==> config.mk <==
export PLATFORM = sky130hd
export DESIGN_NAME = round_robin_thread_scheduler_top_flat
export DESIGN_NICKNAME = d
export VERILOG_FILES = /design/src/hdl/rrts_pkg.sv /design/src/hdl/rrts_req_if.sv /design/src/hdl/rrts_rsp_if.sv /design/src/hdl/rrts_cell.sv /design/src/hdl/rrts_queue.sv /design/src/hdl/round_robin_thread_scheduler_top.sv /design/src/flat_wrapper.sv
export SDC_FILE = /design/constraint.sdc
export NUM_CORES = 1
export LEC_CHECK = 0
export BUFFER_PORTS_ARGS = -buffer_cell sky130_fd_sc_hd__buf_4
export CAP_MARGIN = 15
export CELL_PAD_IN_SITES_DETAIL_PLACEMENT = 1
export CELL_PAD_IN_SITES_GLOBAL_PLACEMENT = 1
export CORE_ASPECT_RATIO = 2
export CORE_MARGIN = 2
export CORE_UTILIZATION = 40
export CTS_BUF_LIST = sky130_fd_sc_hd__clkbuf_16
export DETAILED_ROUTE_END_ITERATION = 7
export PLACE_DENSITY_LB_ADDON = 0.15
export SKIP_LAST_GASP = 1
export SLEW_MARGIN = 20
export SYNTH_ARGS = -nofsm -noshare
export SYNTH_HDL_FRONTEND = slang
export SYNTH_HIERARCHICAL = 1
export SYNTH_SLANG_ARGS = --single-unit
==> constraint.sdc <==
create_clock -name clk -period 6.8 [get_ports clk]
set_input_delay 1.02 -clock clk [delete_from_list [all_inputs] [get_ports clk]]
set_output_delay 1.02 -clock clk [all_outputs]
set_load 0.01 [all_outputs]
==> src/hdl/rrts_pkg.sv <==
// ----------------------------------------------------------------------------
// Round-robin thread scheduler package
// Shared constants, codes and control structures of the scheduler.
// ----------------------------------------------------------------------------
package rrts_pkg;

    localparam int QUEUE_DEPTH = 16;
    localparam int ID_W        = 8;
    localparam int FILL_W      = $clog2(QUEUE_DEPTH + 1);

    localparam int FUNC_W      = 3;
    localparam int TID_W       = 8;
    localparam int STATUS_W    = 2;
    localparam int COUNT_W     = 5;

    typedef enum logic [FUNC_W-1:0] {
        FUNC_ADD         = 3'd0,
        FUNC_REMOVE      = 3'd1,
        FUNC_BLOCK       = 3'd2,
        FUNC_UNBLOCK     = 3'd3,
        FUNC_SCHED       = 3'd4,
        FUNC_SCHED_FIRST = 3'd5
    } func_t;

    typedef enum logic [STATUS_W-1:0] {
        STATUS_OK    = 2'd0,
        STATUS_FULL  = 2'd1,
        STATUS_EMPTY = 2'd2
    } status_t;

    typedef logic [ID_W-1:0] id_t;

    typedef struct packed {
        logic cmp_en;
        id_t  cmp_id;
        id_t  wr_data;
    } cell_ctrl_t;

    typedef struct packed {
        logic cmp_en;
        id_t  cmp_id;
        logic pop;
        logic push;
        id_t  push_id;
    } queue_cmd_t;

    typedef struct packed {
        id_t               head;
        logic [FILL_W-1:0] fill;
        logic [FILL_W-1:0] fill_next;
        logic              push_fail;
    } queue_stat_t;

endpackage

==> src/hdl/rrts_req_if.sv <==
// ----------------------------------------------------------------------------
// Scheduler request channel
// Valid/ready channel that carries one scheduler operation.
// ----------------------------------------------------------------------------
interface rrts_req_if;
    import rrts_pkg::*;

    logic               valid;
    logic               ready;
    logic [FUNC_W-1:0]  func;
    logic [TID_W-1:0]   thread_id;

    modport source (output valid, output func, output thread_id, input ready);
    modport sink (input valid, input func, input thread_id, output ready);
endinterface

==> src/hdl/rrts_rsp_if.sv <==
// ----------------------------------------------------------------------------
// Scheduler response channel
// Valid/ready channel that carries the result of one operation.
// ----------------------------------------------------------------------------
interface rrts_rsp_if;
    import rrts_pkg::*;

    logic                valid;
    logic                ready;
    logic [STATUS_W-1:0] status;
    logic                running_valid;
    logic [TID_W-1:0]    running_id;
    logic [COUNT_W-1:0]  ready_count;

    modport source (output valid, output status, output running_valid,
                    output running_id, output ready_count, input ready);
    modport sink (input valid, input status, input running_valid,
                  input running_id, input ready_count, output ready);
endinterface

==> src/hdl/rrts_cell.sv <==
// ----------------------------------------------------------------------------
// Queue cell
// Holds one thread id, compares it and shifts in from its right neighbor.
// ----------------------------------------------------------------------------
module rrts_cell (
    input  logic                clk,
    input  rrts_pkg::cell_ctrl_t ctrl,
    input  rrts_pkg::id_t       right,
    input  logic                valid,
    input  logic                shift_in,
    input  logic                wr,
    output rrts_pkg::id_t       entry,
    output logic                shift_out
);
    import rrts_pkg::*;

    id_t  entry_reg;
    id_t  entry_next;
    logic hit;

    assign hit       = ctrl.cmp_en && valid && (entry_reg == ctrl.cmp_id);
    assign shift_out = shift_in || hit;
    assign entry     = entry_reg;

    always_comb
    begin
        if (wr)
        begin
            entry_next = ctrl.wr_data;
        end
        else if (shift_out)
        begin
            entry_next = right;
        end
        else
        begin
            entry_next = entry_reg;
        end
    end

    always_ff @(posedge clk)
    begin
        entry_reg <= entry_next;
    end

endmodule

==> src/hdl/rrts_queue.sv <==
// ----------------------------------------------------------------------------
// Thread queue
// Row of cells with a fill counter: delete first match, pop head, push tail.
// ----------------------------------------------------------------------------
module rrts_queue (
    input  logic                  clk,
    input  logic                  rst_n,
    input  rrts_pkg::queue_cmd_t  cmd,
    output rrts_pkg::queue_stat_t stat
);
    import rrts_pkg::*;

    logic [FILL_W-1:0]    fill_reg;
    logic [FILL_W-1:0]    fill_next;
    logic [FILL_W-1:0]    fill_after;
    logic                 found;
    logic                 push_ok;
    cell_ctrl_t           cell_ctrl;
    id_t                  entries [QUEUE_DEPTH];
    logic [QUEUE_DEPTH:0] shift_chain;
    logic [QUEUE_DEPTH-1:0] valid;
    logic [QUEUE_DEPTH-1:0] wr_sel;

    assign cell_ctrl.cmp_en  = cmd.cmp_en;
    assign cell_ctrl.cmp_id  = cmd.cmp_id;
    assign cell_ctrl.wr_data = cmd.push_id;

    assign shift_chain[0] = cmd.pop;

    genvar gi;
    generate
        for (gi = 0; gi < QUEUE_DEPTH; gi++)
        begin : g_cell
            id_t right;
            if (gi == QUEUE_DEPTH - 1)
            begin : g_last
                assign right = '0;
            end
            else
            begin : g_mid
                assign right = entries[gi+1];
            end

            rrts_cell u_cell (
                .clk       (clk),
                .ctrl      (cell_ctrl),
                .right     (right),
                .valid     (valid[gi]),
                .shift_in  (shift_chain[gi]),
                .wr        (wr_sel[gi]),
                .entry     (entries[gi]),
                .shift_out (shift_chain[gi+1])
            );
        end
    endgenerate

    always_comb
    begin
        for (int i = 0; i < QUEUE_DEPTH; i++)
        begin
            valid[i] = fill_reg > FILL_W'(i);
        end
        found      = cmd.pop ? (fill_reg != '0) : shift_chain[QUEUE_DEPTH];
        fill_after = fill_reg - FILL_W'(found);
        push_ok    = cmd.push && (fill_after < FILL_W'(QUEUE_DEPTH));
        for (int i = 0; i < QUEUE_DEPTH; i++)
        begin
            wr_sel[i] = push_ok && (fill_after == FILL_W'(i));
        end
        fill_next  = fill_after + FILL_W'(push_ok);
    end

    always_ff @(posedge clk or negedge rst_n)
    begin
        if (!rst_n)
        begin
            fill_reg <= '0;
        end
        else
        begin
            fill_reg <= fill_next;
        end
    end

    assign stat.head      = entries[0];
    assign stat.fill      = fill_reg;
    assign stat.fill_next = fill_next;
    assign stat.push_fail = cmd.push && !push_ok;

endmodule

==> src/hdl/round_robin_thread_scheduler_top.sv <==
// ----------------------------------------------------------------------------
// Round-robin thread scheduler
// Ready queue, blocked list and running thread, one operation per request.
// The response is registered and appears in the cycle after acceptance.
// Throughput: one request per cycle while the response is taken; each cell compares and shifts in parallel.
// Reset clears both fill counters and the running thread; entries are unset.
// ----------------------------------------------------------------------------
module round_robin_thread_scheduler_top (
    input  logic        clk,
    input  logic        rst_n,
    rrts_req_if.sink    req,
    rrts_rsp_if.source  rsp
);
    import rrts_pkg::*;

    logic        accept;
    id_t         id;
    func_t       func;
    queue_cmd_t  rdy_cmd;
    queue_cmd_t  blk_cmd;
    queue_stat_t rdy_stat;
    queue_stat_t blk_stat;
    status_t     status;

    logic        run_flag_reg;
    logic        run_flag_next;
    id_t         run_id_reg;
    id_t         run_id_next;

    logic                out_valid_reg;
    logic [STATUS_W-1:0] out_status_reg;
    logic                out_run_valid_reg;
    logic [TID_W-1:0]    out_run_id_reg;
    logic [COUNT_W-1:0]  out_count_reg;

    assign req.ready = !out_valid_reg || rsp.ready;
    assign accept    = req.valid && req.ready;
    assign id        = id_t'(req.thread_id);
    assign func      = func_t'(req.func);

    rrts_queue u_ready (
        .clk   (clk),
        .rst_n (rst_n),
        .cmd   (rdy_cmd),
        .stat  (rdy_stat)
    );

    rrts_queue u_blocked (
        .clk   (clk),
        .rst_n (rst_n),
        .cmd   (blk_cmd),
        .stat  (blk_stat)
    );

    always_comb
    begin
        rdy_cmd       = '0;
        blk_cmd       = '0;
        rdy_cmd.cmp_id  = id;
        blk_cmd.cmp_id  = id;
        rdy_cmd.push_id = id;
        blk_cmd.push_id = id;
        status        = STATUS_OK;
        run_flag_next = run_flag_reg;
        run_id_next   = run_id_reg;
        if (accept)
        begin
            unique case (func)
                FUNC_ADD:
                begin
                    rdy_cmd.push = 1'b1;
                    if (rdy_stat.push_fail)
                    begin
                        status = STATUS_FULL;
                    end
                end
                FUNC_REMOVE:
                begin
                    rdy_cmd.cmp_en = 1'b1;
                    blk_cmd.cmp_en = 1'b1;
                    if (run_flag_reg && run_id_reg == id)
                    begin
                        run_flag_next = 1'b0;
                        run_id_next   = '0;
                    end
                end
                FUNC_BLOCK:
                begin
                    rdy_cmd.cmp_en = 1'b1;
                    blk_cmd.push   = 1'b1;
                    if (run_flag_reg && run_id_reg == id)
                    begin
                        run_flag_next = 1'b0;
                        run_id_next   = '0;
                    end
                    if (blk_stat.push_fail)
                    begin
                        status = STATUS_FULL;
                    end
                end
                FUNC_UNBLOCK:
                begin
                    blk_cmd.cmp_en = 1'b1;
                    rdy_cmd.push   = 1'b1;
                    if (rdy_stat.push_fail)
                    begin
                        status = STATUS_FULL;
                    end
                end
                FUNC_SCHED:
                begin
                    if (run_flag_reg)
                    begin
                        if (rdy_stat.fill == FILL_W'(QUEUE_DEPTH))
                        begin
                            status = STATUS_FULL;
                        end
                        else if (rdy_stat.fill != '0)
                        begin
                            rdy_cmd.pop     = 1'b1;
                            rdy_cmd.push    = 1'b1;
                            rdy_cmd.push_id = run_id_reg;
                            run_id_next     = rdy_stat.head;
                        end
                    end
                    else if (rdy_stat.fill == '0)
                    begin
                        status        = STATUS_EMPTY;
                        run_flag_next = 1'b0;
                        run_id_next   = '0;
                    end
                    else
                    begin
                        rdy_cmd.pop   = 1'b1;
                        run_flag_next = 1'b1;
                        run_id_next   = rdy_stat.head;
                    end
                end
                FUNC_SCHED_FIRST:
                begin
                    if (rdy_stat.fill == '0)
                    begin
                        status        = STATUS_EMPTY;
                        run_flag_next = 1'b0;
                        run_id_next   = '0;
                    end
                    else
                    begin
                        rdy_cmd.pop   = 1'b1;
                        run_flag_next = 1'b1;
                        run_id_next   = rdy_stat.head;
                    end
                end
                default:
                begin
                    status = STATUS_OK;
                end
            endcase
        end
    end

    always_ff @(posedge clk or negedge rst_n)
    begin
        if (!rst_n)
        begin
            run_flag_reg  <= 1'b0;
            run_id_reg    <= '0;
            out_valid_reg <= 1'b0;
        end
        else
        begin
            run_flag_reg <= run_flag_next;
            run_id_reg   <= run_id_next;
            if (accept)
            begin
                out_valid_reg <= 1'b1;
            end
            else if (rsp.ready)
            begin
                out_valid_reg <= 1'b0;
            end
        end
    end

    always_ff @(posedge clk)
    begin
        if (accept)
        begin
            out_status_reg    <= status;
            out_run_valid_reg <= run_flag_next;
            out_run_id_reg    <= run_flag_next ? TID_W'(run_id_next) : '0;
            out_count_reg     <= COUNT_W'(rdy_stat.fill_next);
        end
    end

    assign rsp.valid         = out_valid_reg;
    assign rsp.status        = out_status_reg;
    assign rsp.running_valid = out_run_valid_reg;
    assign rsp.running_id    = out_run_id_reg;
    assign rsp.ready_count   = out_count_reg;

endmodule
==> src/flat_wrapper.sv <==
// flat-port wrapper written by rule: the top's interface ports become plain ports
module round_robin_thread_scheduler_top_flat import rrts_pkg::*;
  (clk, rst_n, req_valid, req_func, req_thread_id, req_ready, rsp_valid, rsp_status, rsp_running_valid, rsp_running_id, rsp_ready_count, rsp_ready);
  rrts_req_if req_i ();
  rrts_rsp_if rsp_i ();
  input  logic clk;
  input  logic rst_n;
  input wire logic [$bits(req_i.valid)-1:0] req_valid;
  input wire logic [$bits(req_i.func)-1:0] req_func;
  input wire logic [$bits(req_i.thread_id)-1:0] req_thread_id;
  output wire logic [$bits(req_i.ready)-1:0] req_ready;
  output wire logic [$bits(rsp_i.valid)-1:0] rsp_valid;
  output wire logic [$bits(rsp_i.status)-1:0] rsp_status;
  output wire logic [$bits(rsp_i.running_valid)-1:0] rsp_running_valid;
  output wire logic [$bits(rsp_i.running_id)-1:0] rsp_running_id;
  output wire logic [$bits(rsp_i.ready_count)-1:0] rsp_ready_count;
  input wire logic [$bits(rsp_i.ready)-1:0] rsp_ready;
  assign req_i.valid = req_valid;
  assign req_i.func = req_func;
  assign req_i.thread_id = req_thread_id;
  assign req_ready = req_i.ready;
  assign rsp_valid = rsp_i.valid;
  assign rsp_status = rsp_i.status;
  assign rsp_running_valid = rsp_i.running_valid;
  assign rsp_running_id = rsp_i.running_id;
  assign rsp_ready_count = rsp_i.ready_count;
  assign rsp_i.ready = rsp_ready;
  round_robin_thread_scheduler_top u_core (.clk(clk), .rst_n(rst_n), .req(req_i), .rsp(rsp_i));
endmodule
==> impl_metrics.csv, run 1 <==
group,metric,value,unit
status,status,"complete, but fails checks",
status,violations,"negative setup slack",
worst_setup_path,timing.rr.end,"u_core/u_blocked/g_cell[1].u_cell/entry[2]",
worst_setup_path,crit_start,"rsp_ready",
worst_setup_path,critPathCapture,"u_core/u_blocked/g_cell[1].u_cell/entry[2]",
synthesis,synth_top_area_share,47.5,%
cts,clkSinkCount,292,
die,initial_core_util,40.4,%
final_layout,mostFrequentLayoutCells,"edfxtp_1 (272), buf_4 (253), xnor2_1 (165), mux2_4 (163), xor2_1 (107)",
final_layout,final_area,0.0242,mm²
detailed_routing,drtPass1Iterations,4,
worst_setup_path,start_kind,"primary input",
cts,cts.path.max_buffers,3,
synthesis,synth_ff_type,"edfxtp_1",
cts,path_clk_slew,60,ps
worst_setup_path,rr_startpoint,"u_core/rsp.valid",
timing,clock_skew,21.7,ps
detailed_routing,via_per_inst,5.47,
power,power.density,241,mW/mm²
timing,fin_crit_sh,102,%
worst_setup_path,endpoint_kind,"flip-flop",
synthesis,synth_edf_count,272,
final_layout,diodes,0,
timing,setup_viol,259,
detailed_routing,drc_errors,0,
worst_setup_path,crit_fanout,8,
worst_hold_path,hold_class,"primary input to asynchronous set/reset pin",
global_route,gr-total-overflow,0,
timing,slew_headroom,43.7,%
timing,worstMarginPinSlew,839,ps
detailed_routing,wire_per_inst,25.1,µm
power,peakVddDrop,221,µV
worst_setup_path,cp.arrival,7240,ps
place,io_buffers,32,
worst_setup_path,r2r_slack,-30,ps
synthesis,yosysTopAreaCell,"edfxtp_1",
global_route,grt_usage,23.7,%
run,maxCapViolations,0,
timing,fin_tns_setup,-14340,ps
global_route,grt_pass1_wl,79800,µm
synthesis,synth.area.top_cells,"edfxtp_1 (48%), mux2_2 (17%), xnor2_1 (8.6%), xor2_1 (5.5%), dfrtp_1 (2.9%)",
die,core_area,0.0426,mm²
cts,h-tree-depth,1,
global_route,grt_antenna_before_repair,0,
worst_setup_path,slowest_stage,"or4_4",
synthesis,ys_ff_latch,292,
place,placed_cell_area,0.0199,mm²
worst_setup_path,crit_type,"primary input to flip-flop",
final_layout,syn2layout_area_growth,40.6,%
timing,hold_violations,0,
synthesis,syn_area_per_cell,12.4,µm²
timing,rsz0062_at_grt,"true",
final_layout,post-route-util,56.8,%
worst_setup_path,reg2reg_depth,50,
die,die_area,0.0448,mm²
worst_setup_path,slowest_delay,540,ps
synthesis,syn_inst,1382,
cts,hold_buffers,0,
die,placementRows,107,
place,place_congestion,0.879,
synthesis,synth.distinct_cells,58,
synthesis,yosysWarningCount,6,
synthesis,seq_area_frac_synth,50.4,%
final_layout,drive_gt1_share,50.4,%
synthesis,post_synth_instance_area,0.0172,mm²
detailed_routing,ant_nets,0,
power,p_total,0.00582,W
timing,min_period,6940,ps
cts,cts_root_buffer,"clkbuf_16",
timing,finalMaxSlewViolations,0,
detailed_routing,dr_total_vias,12700,
final_layout,layout_commonest_cell,"edfxtp_1",
detailed_routing,drtIter0Drc,493,
timing,fin_ws,-138,ps
final_layout,nets,1776,
detailed_routing,drt-total-wl,58300,µm
power,leakagePower,8.91,nW
synthesis,async_reset_ff_share,6.85,%
cts,clk_latency,580,ps
cts,cts_tree,"done",
die,dieWidth,151,µm
die,dieHeight,297,µm
place,hpwl,38400,µm
worst_setup_path,cp.required,7100,ps
timing,fmax,144,MHz
die,boundaryPins,33,
place,place_ws,-1210,ps
global_route,grt_max_degree,31,
cts,cts_buffers,29,
global_route,grt_pass1_vias,13800,
-- metrics by stage --
| stage | hold WS (ps) | std cells |
|---|---|---|
| floorplan | 527 | 1398 |
| global placement | 580 | 2136 |
| detailed placement | 590 | 2136 |
| CTS | 316 | 2238 |
| global route | 340 | 2320 |
| finish | 327 | 2320 |
-- worst min path at each step --
| stage | to | depth (start not counted) | from | slack [ps] |
|---|---|---|---|---|
| floorplan | u_core/run_id_reg[7] | 2 | u_core/u_ready/g_cell[0].u_cell/entry[7] | 530 |
| global placement | u_core/u_blocked/g_cell[13].u_cell/entry[5] | 1 | u_core/u_blocked/g_cell[14].u_cell/entry[5] | 580 |
| detailed placement | u_core/u_ready/g_cell[6].u_cell/entry[4] | 1 | u_core/u_ready/g_cell[7].u_cell/entry[4] | 590 |
| CTS | u_core/u_ready/fill_reg[4] | 1 | rst_n | 320 |
| global route | u_core/u_ready/fill_reg[2] | 1 | rst_n | 340 |
| finish | u_core/u_ready/fill_reg[4] | 1 | rst_n | 330 |
-- synthesized netlist by cell type (all sizes together), types with 3 or more instances --
master,instances
nor3b,5
o21bai,7
o31ai,66
and2,4
inv,54
or4,34
or3,3
or2,3
xnor2,169
nand2,93
a311oi,7
buf,13
xor2,107
o21ai,17
mux2,264
nand3,36
nand4,9
clkbuf,41
nand2b,18
edfxtp,272
a21oi,15
nor2,71
nor3,5
nor4,7
a31oi,9
dfrtp,20
ha,8
conb,3
-- logic make-up after synthesis --
logic type                 synth area share, %
AOI/OAI and AO/OA                         5.66
xor gates and xnor gates                  14.1
adders and majority gates                0.582
buffers and inverters                     2.56
DFF                                       50.4
muxes                                     17.4
other                                   0.0655
and+or+nand+nor                           9.25
-- power breakdown --
| group | switching [W] | internal [W] |
|---|---|---|
| Combinational | 0.00105 | 0.000857 |
| Clock | 0.000723 | 0.000884 |
| Sequential | 0.000131 | 0.00217 |
-- area by class of cell --
cell class / count / area, µm²
fillers: 4188 / 18400
multi-input cells: 998 / 10100
flip-flops and latches: 292 / 8670
repair buffers: 378 / 3570
clock buffers: 29 / 726
well taps: 545 / 682
inverters: 54 / 205
clock inverters: 24 / 184
-- metal layers --
| layer | routed length, µm | GRT usage (%) |
|---|---|---|
| met1 | 18500 | 21.2 |
| met2 | 35800 | 50.2 |
| met3 | 1240 | 2.04 |
| met4 | 2850 | 10.8 |
| met5 | 0 | 0 |
-- timing repair --
item / 4_1_cts / 5_1_grt
setup endpoints to repair: 525 / 525
gates resized for setup: 68 / 492
gates cloned: 2 / 17
pin swaps: 17 / 55
buffers inserted: 48 / 69
-- worst max-delay path: cells and delay by family --
family | cells | cell delay (ps)
AOI/OAI and AO/OA | 17 | 1550
muxes | 1 | 200
buffers and inverters | 21 | 2460
adders and majority gates | 2 | 260
and+or+nand+nor | 9 | 1520
xor gates and xnor gates | 1 | 170
(Power assumes the default switching activity.)
==> run 2, diff against run 1 <==
--- a/config.mk
+++ b/config.mk
@@ -14,7 +14,7 @@
 export CORE_UTILIZATION = 40
 export CTS_BUF_LIST = sky130_fd_sc_hd__clkbuf_16
 export DETAILED_ROUTE_END_ITERATION = 7
-export PLACE_DENSITY_LB_ADDON = 0.15
+export PLACE_DENSITY = 0.69
 export SKIP_LAST_GASP = 1
 export SLEW_MARGIN = 20
 export SYNTH_ARGS = -nofsm -noshare
==> impl_metrics.csv, run 2 (synthesis gave the netlist of run 1 again) <==
group,metric,value,unit
place,io_buffers,32,
timing,fin_tns_setup,-3590,ps
cts,cts.path.max_buffers,3,
final_layout,mostFrequentLayoutCells,"edfxtp_1 (272), buf_4 (228), xnor2_1 (166), mux2_2 (153), mux2_4 (111)",
detailed_routing,drt-total-wl,55700,µm
timing,hold_violations,0,
cts,h-tree-depth,1,
timing,min_period,6900,ps
worst_setup_path,crit_type,"primary input to flip-flop",
final_layout,drive_gt1_share,47.7,%
worst_setup_path,endpoint_kind,"flip-flop",
final_layout,syn2layout_area_growth,34.0,%
power,leakagePower,8.31,nW
die,core_area,0.0426,mm²
cts,clk_latency,600,ps
detailed_routing,wire_per_inst,24.8,µm
die,dieWidth,151,µm
worst_setup_path,crit_fanout,8,
die,placementRows,107,
timing,holdWs,323,ps
final_layout,diodes,0,
power,p_total,0.00575,W
die,boundaryPins,33,
status,status,"complete, but fails checks",
detailed_routing,drtIter0Drc,569,
status,violations,"negative setup slack",
worst_setup_path,r2r_slack,-10,ps
cts,path_clk_slew,70,ps
global_route,gr-total-overflow,0,
timing,slew_headroom,15.5,%
global_route,grt_usage,23.4,%
cts,hold_buffers,0,
global_route,grt_pass1_wl,79800,µm
timing,rsz0062_at_grt,"true",
place,place_congestion,0.866,
global_route,grt_antenna_before_repair,0,
worst_setup_path,timing.rr.end,"u_core/u_ready/g_cell[3].u_cell/entry[7]",
cts,cts_buffers,29,
place,dp_cells,2114,
cts,cts_root_buffer,"clkbuf_16",
timing,fin_crit_sh,102,%
power,peakVddDrop,184,µV
cts,clkSinkCount,292,
cts,cts_tree,"done",
worst_setup_path,crit_top_cell,"o31ai_4",
timing,worstMarginPinSlew,1260,ps
final_layout,seq_area,0.00867,mm²
detailed_routing,drtPass1Iterations,4,
worst_hold_path,hold_class,"primary input to asynchronous set/reset pin",
worst_setup_path,rr_startpoint,"u_core/u_ready/fill_reg[1]",
worst_setup_path,cp.required,7110,ps
final_layout,multi_input_comb_area,0.00978,mm²
final_layout,post-route-util,54.1,%
final_layout,nets,1706,
place,hpwl,36700,µm
final_layout,fillers,4237,
timing,setup_viol,98,
die,dieHeight,297,µm
final_layout,layout_commonest_cell,"edfxtp_1",
timing,finalMaxSlewViolations,0,
die,initial_core_util,40.4,%
run,maxCapViolations,0,
worst_setup_path,reg2reg_depth,49,
global_route,grt_pass1_vias,13900,
power,power.density,250,mW/mm²
detailed_routing,ant_nets,0,
timing,fmax,145,MHz
final_layout,instances_no_fill,2251,
die,die_area,0.0448,mm²
worst_setup_path,cp.arrival,7220,ps
worst_setup_path,slowest_stage,"or4_4",
worst_setup_path,slowest_delay,540,ps
global_route,grt_max_degree,35,
detailed_routing,dr_total_vias,12500,
timing,clock_skew,33.9,ps
detailed_routing,drc_errors,0,
detailed_routing,via_per_inst,5.53,
worst_setup_path,start_kind,"primary input",
timing,fin_ws,-103,ps
[run 2: cell count changes in the layout (fill, tap and decap cells not counted), sizes merged]
cell,change
buf,-66
bufbuf,+1
bufinv,-2
clkbuf,-3
clkinvlp,+3
inv,-2
[run 2: critical path, delay by kind of cell]
kind            cells  cell delay [ps]
buf+inv            20             2080
simple gates        8             1620
fa+ha+maj           2              370
mux                 1              370
compound gates     18             1720
[run 2: repair_timing]
| item | in CTS | in global routing |
|---|---|---|
| cloned | 12 | 7 |
| gates resized for setup | 146 | 279 |
| pin swaps | 21 | 57 |
| buffers inserted | 25 | 40 |
| endpoints found under the setup margin | 525 | 526 |
[run 2: final cells by class]
class                           count  area share, %
Tap cell                          545           2.96
Clock buffer                       31           3.37
Timing Repair Buffer              308           12.0
Clock inverter                     23          0.679
Multi-Input combinational cell    998           42.4
Sequential cell                   292           37.6
Inverter                           54          0.912
[run 2: stage by stage]
stage                     cell area [µm²]  setup slack (ps)
after floorplan                     17400              19.4
after global placement              19700              -938
after detailed placement            19700             -1170
after CTS                           21500              -137
after global routing                23000              -359
final                               23000              -103
[run 2: worst max-delay path by stage]
| stage | start | end | slack [ps] | cells after the start |
|---|---|---|---|---|
| 2_1_floorplan | rsp_ready | u_core/rsp.ready_count[4] | 20 | 51 |
| 3_3_place_gp | req_func[1] | u_core/u_ready/g_cell[15].u_cell/entry[7] | -940 | 48 |
| 3_5_place_dp | req_func[1] | u_core/u_ready/g_cell[15].u_cell/entry[5] | -1170 | 48 |
| 4_1_cts | req_func[0] | u_core/u_ready/g_cell[7].u_cell/entry[7] | -140 | 48 |
| 5_1_grt | req_func[0] | u_core/rsp.ready_count[4] | -360 | 51 |
| 6_report | req_func[0] | u_core/u_ready/g_cell[3].u_cell/entry[7] | -100 | 49 |
[run 2: routing by layer]
layer  share of wire (%)  track usage (%)  vias to the layer above  wire, µm
met5                   0                0                        -         0
met4                 5.3             10.7                        0      2940
met3                 2.4             2.50                      146      1310
met2                  60             49.0                      234     33700
met1                  32             21.1                     6440     17800
li1                    -                -                     5633         -
[run 2: power by group]
part           leakage, nW  internal, W  switching [W]
clock                0.455     0.000867       0.000763
sequential            2.81      0.00217       0.000125
combinational         5.05     0.000803        0.00102
==> run 3, diff against run 2 <==
--- a/config.mk
+++ b/config.mk
@@ -14,10 +14,9 @@
 export CORE_UTILIZATION = 40
 export CTS_BUF_LIST = sky130_fd_sc_hd__clkbuf_16
 export DETAILED_ROUTE_END_ITERATION = 7
-export PLACE_DENSITY = 0.69
+export PLACE_DENSITY = 0.7
 export SKIP_LAST_GASP = 1
-export SLEW_MARGIN = 20
+export SLEW_MARGIN = 0
 export SYNTH_ARGS = -nofsm -noshare
 export SYNTH_HDL_FRONTEND = slang
-export SYNTH_HIERARCHICAL = 1
 export SYNTH_SLANG_ARGS = --single-unit
==> impl_metrics.csv, run 3 <==
group,metric,value,unit
status,status,"finished clean",
detailed_routing,via_per_inst,5.74,
final_layout,drive_gt1_share,24.4,%
timing,fin_tns_setup,0,ps
die,core_area,0.0424,mm²
timing,clock_skew,12.8,ps
cts,clkSinkCount,292,
detailed_routing,drc_errors,0,
synthesis,async_reset_ff_share,6.85,%
detailed_routing,drtIter0Drc,545,
detailed_routing,wire_per_inst,26.3,µm
global_route,grt_max_degree,40,
final_layout,syn2layout_area_growth,11.0,%
timing,holdWs,358,ps
synthesis,syn_area_per_cell,12.2,µm²
synthesis,synth.area.top_cells,"edfxtp_1 (48%), mux2_2 (12%), xor2_1 (8.9%), xnor2_1 (5.2%), dfrtp_1 (2.9%)",
detailed_routing,drtPass1Iterations,5,
timing,fmax,167,MHz
global_route,grt_pass1_wl,77500,µm
place,io_buffers,32,
synthesis,synthTopCellsByCount,"edfxtp_1 (272), mux2_2 (184), xor2_1 (174)",
die,boundaryPins,33,
worst_setup_path,crit_fanout,10,
place,dp_cells,1952,
final_layout,mostFrequentLayoutCells,"edfxtp_1 (272), mux2_2 (184), xor2_1 (174), xnor2_1 (101), a21oi_1 (98)",
final_layout,instances_no_fill,2002,
synthesis,synth_top_area_share,47.7,%
timing,worstMarginPinSlew,1120,ps
worst_setup_path,rr_startpoint,"u_core.u_ready.fill_reg[3]",
die,dieHeight,297,µm
worst_setup_path,crit_type,"primary input to flip-flop",
worst_setup_path,cp.required,6970,ps
timing,min_period,5990,ps
run,maxCapViolations,0,
worst_setup_path,start_kind,"primary input",
worst_setup_path,reg2reg_depth,15,
detailed_routing,dr_total_vias,11500,
synthesis,syn_inst,1401,
worst_setup_path,critPathCapture,"u_core.u_ready.g_cell[12].u_cell.entry[4]",
worst_setup_path,timing.rr.end,"u_core.u_ready.g_cell[12].u_cell.entry[4]",
detailed_routing,drt-total-wl,52600,µm
synthesis,synth_edf_count,272,
worst_setup_path,crit_start,"rsp_ready",
timing,hold_violations,0,
power,p_total,0.00479,W
synthesis,synth.distinct_cells,75,
synthesis,yosysMostFrequentCell,"edfxtp_1",
synthesis,synth_nets,1423,
synthesis,ys_ff_latch,292,
worst_setup_path,r2r_slack,840,ps
final_layout,nets,1459,
detailed_routing,ant_nets,0,
synthesis,yosysTopAreaCell,"edfxtp_1",
synthesis,post_synth_instance_area,0.0171,mm²
worst_setup_path,cp.arrival,6160,ps
global_route,grt_usage,23.6,%
die,placementRows,107,
timing,setup_viol,0,
synthesis,synth_ff_type,"edfxtp_1",
cts,path_clk_slew,70,ps
cts,cts_root_buffer,"clkbuf_16",
synthesis,yosysWarningCount,0,
global_route,gr-total-overflow,0,
die,initial_core_util,40.3,%
power,power.density,252,mW/mm²
timing,finalMaxSlewViolations,0,
place,hpwl,39400,µm
cts,cts.repair.resized,0,
cts,cts_buffers,27,
cts,h-tree-depth,1,
synthesis,synth-compound-area-share,6.91,%
timing,rsz0062_at_grt,"false",
synthesis,synth_xor_area_share,14.2,%
global_route,grt_antenna_before_repair,0,
timing,slew_headroom,24.0,%
place,place_congestion,0.886,
synthesis,seq_area_frac_synth,50.6,%
die,die_area,0.0446,mm²
synthesis,yosys.area_share.simple,11.6,%
synthesis,synth.area.mux_share,12.6,%
timing,fin_crit_sh,88.1,%
synthesis,synthAdderAreaFrac,0.512,%
die,dieWidth,150,µm
power,leakagePower,6.58,nW
final_layout,diodes,0,
synthesis,synth_top_family_by_area,"XOR/XNOR gates",
cts,hold_buffers,0,
final_layout,layout_commonest_cell,"edfxtp_1",
worst_hold_path,hold_class,"primary input to asynchronous set/reset pin",
cts,cts.path.max_buffers,3,
power,peakVddDrop,123,µV
cts,post-cts-setup-buffer-count,0,
final_layout,post-route-util,44.8,%
global_route,grt_pass1_vias,12600,
cts,clk_latency,560,ps
cts,cts_tree,"done",
worst_setup_path,endpoint_kind,"flip-flop",
==> run 3: stage by stage <==
| stage | area [µm²] | worst slack, ps |
|---|---|---|
| finish | 19000 | 810 |
| global route | 19000 | 393 |
| CTS | 19000 | 818 |
| detailed placement | 18000 | 248 |
| global placement | 18000 | 289 |
| floorplan | 17100 | 1600 |
==> run 3: cells by family (layout without fill, tap and decap cells) <==
kind of cell               after synthesis  count (layout)
buffers and inverters                  106             162
xor gates and xnor gates               276             276
AOI/OAI and AO/OA                      173             173
and+or+nand+nor                        354             354
adders and majority gates                7               7
DFF                                    292             292
muxes                                  193             193
==> run 3: routing by layer <==
metal	GRT usage (%)	vias up	share of wire, %
met3	2.70	168	3.5
met2	46.5	305	56
met1	22.0	5773	33
met5	0	-	0
met4	16.1	0	7.6
li1	-	5246	-
==> run 3: area by class of cell <==
cell class / instances / area, µm²
clock buffer: 27 / 676
timing repair buffer: 97 / 786
inverter: 16 / 60.1
multi-input combinational: 1003 / 7860
tap: 545 / 682
fill: 4392 / 23400
sequential: 292 / 8670
clock inverter: 22 / 264
==> run 3: how the worst min path moves through the flow <==
stage	startpoint	to	slack, ps	cells past startpoint
2_1_floorplan	u_core.u_ready.g_cell[0].u_cell.entry[7]	u_core.run_id_reg[7]	480	2
3_3_place_gp	u_core.u_ready.g_cell[6].u_cell.entry[2]	u_core.u_ready.g_cell[5].u_cell.entry[2]	580	1
3_5_place_dp	u_core.u_ready.g_cell[0].u_cell.entry[7]	u_core.run_id_reg[7]	580	2
4_1_cts	rst_n	u_core.run_id_reg[5]	350	1
5_1_grt	rst_n	u_core.run_id_reg[5]	360	1
6_report	rst_n	u_core.run_id_reg[6]	360	1
==> run 3: where the power goes <==
part	switching (W)	internal [W]
Combinational	0.000582	0.000306
Clock	0.000695	0.000951
Sequential	0.000188	0.00207
==> run 3: worst max-delay path, cell delays in order <==
cell and delay [ps]:
buf_4 110, nor2b_1 520, nor4_1 290, and4_1 270, a31o_2 240, nor4_1 890
nand3_1 220, ha_1 280, ha_1 280, nor3b_2 210, xnor2_2 680, buf_4 320
a211oi_1 90, nor2b_1 160, buf_4 180, nand3b_1 380
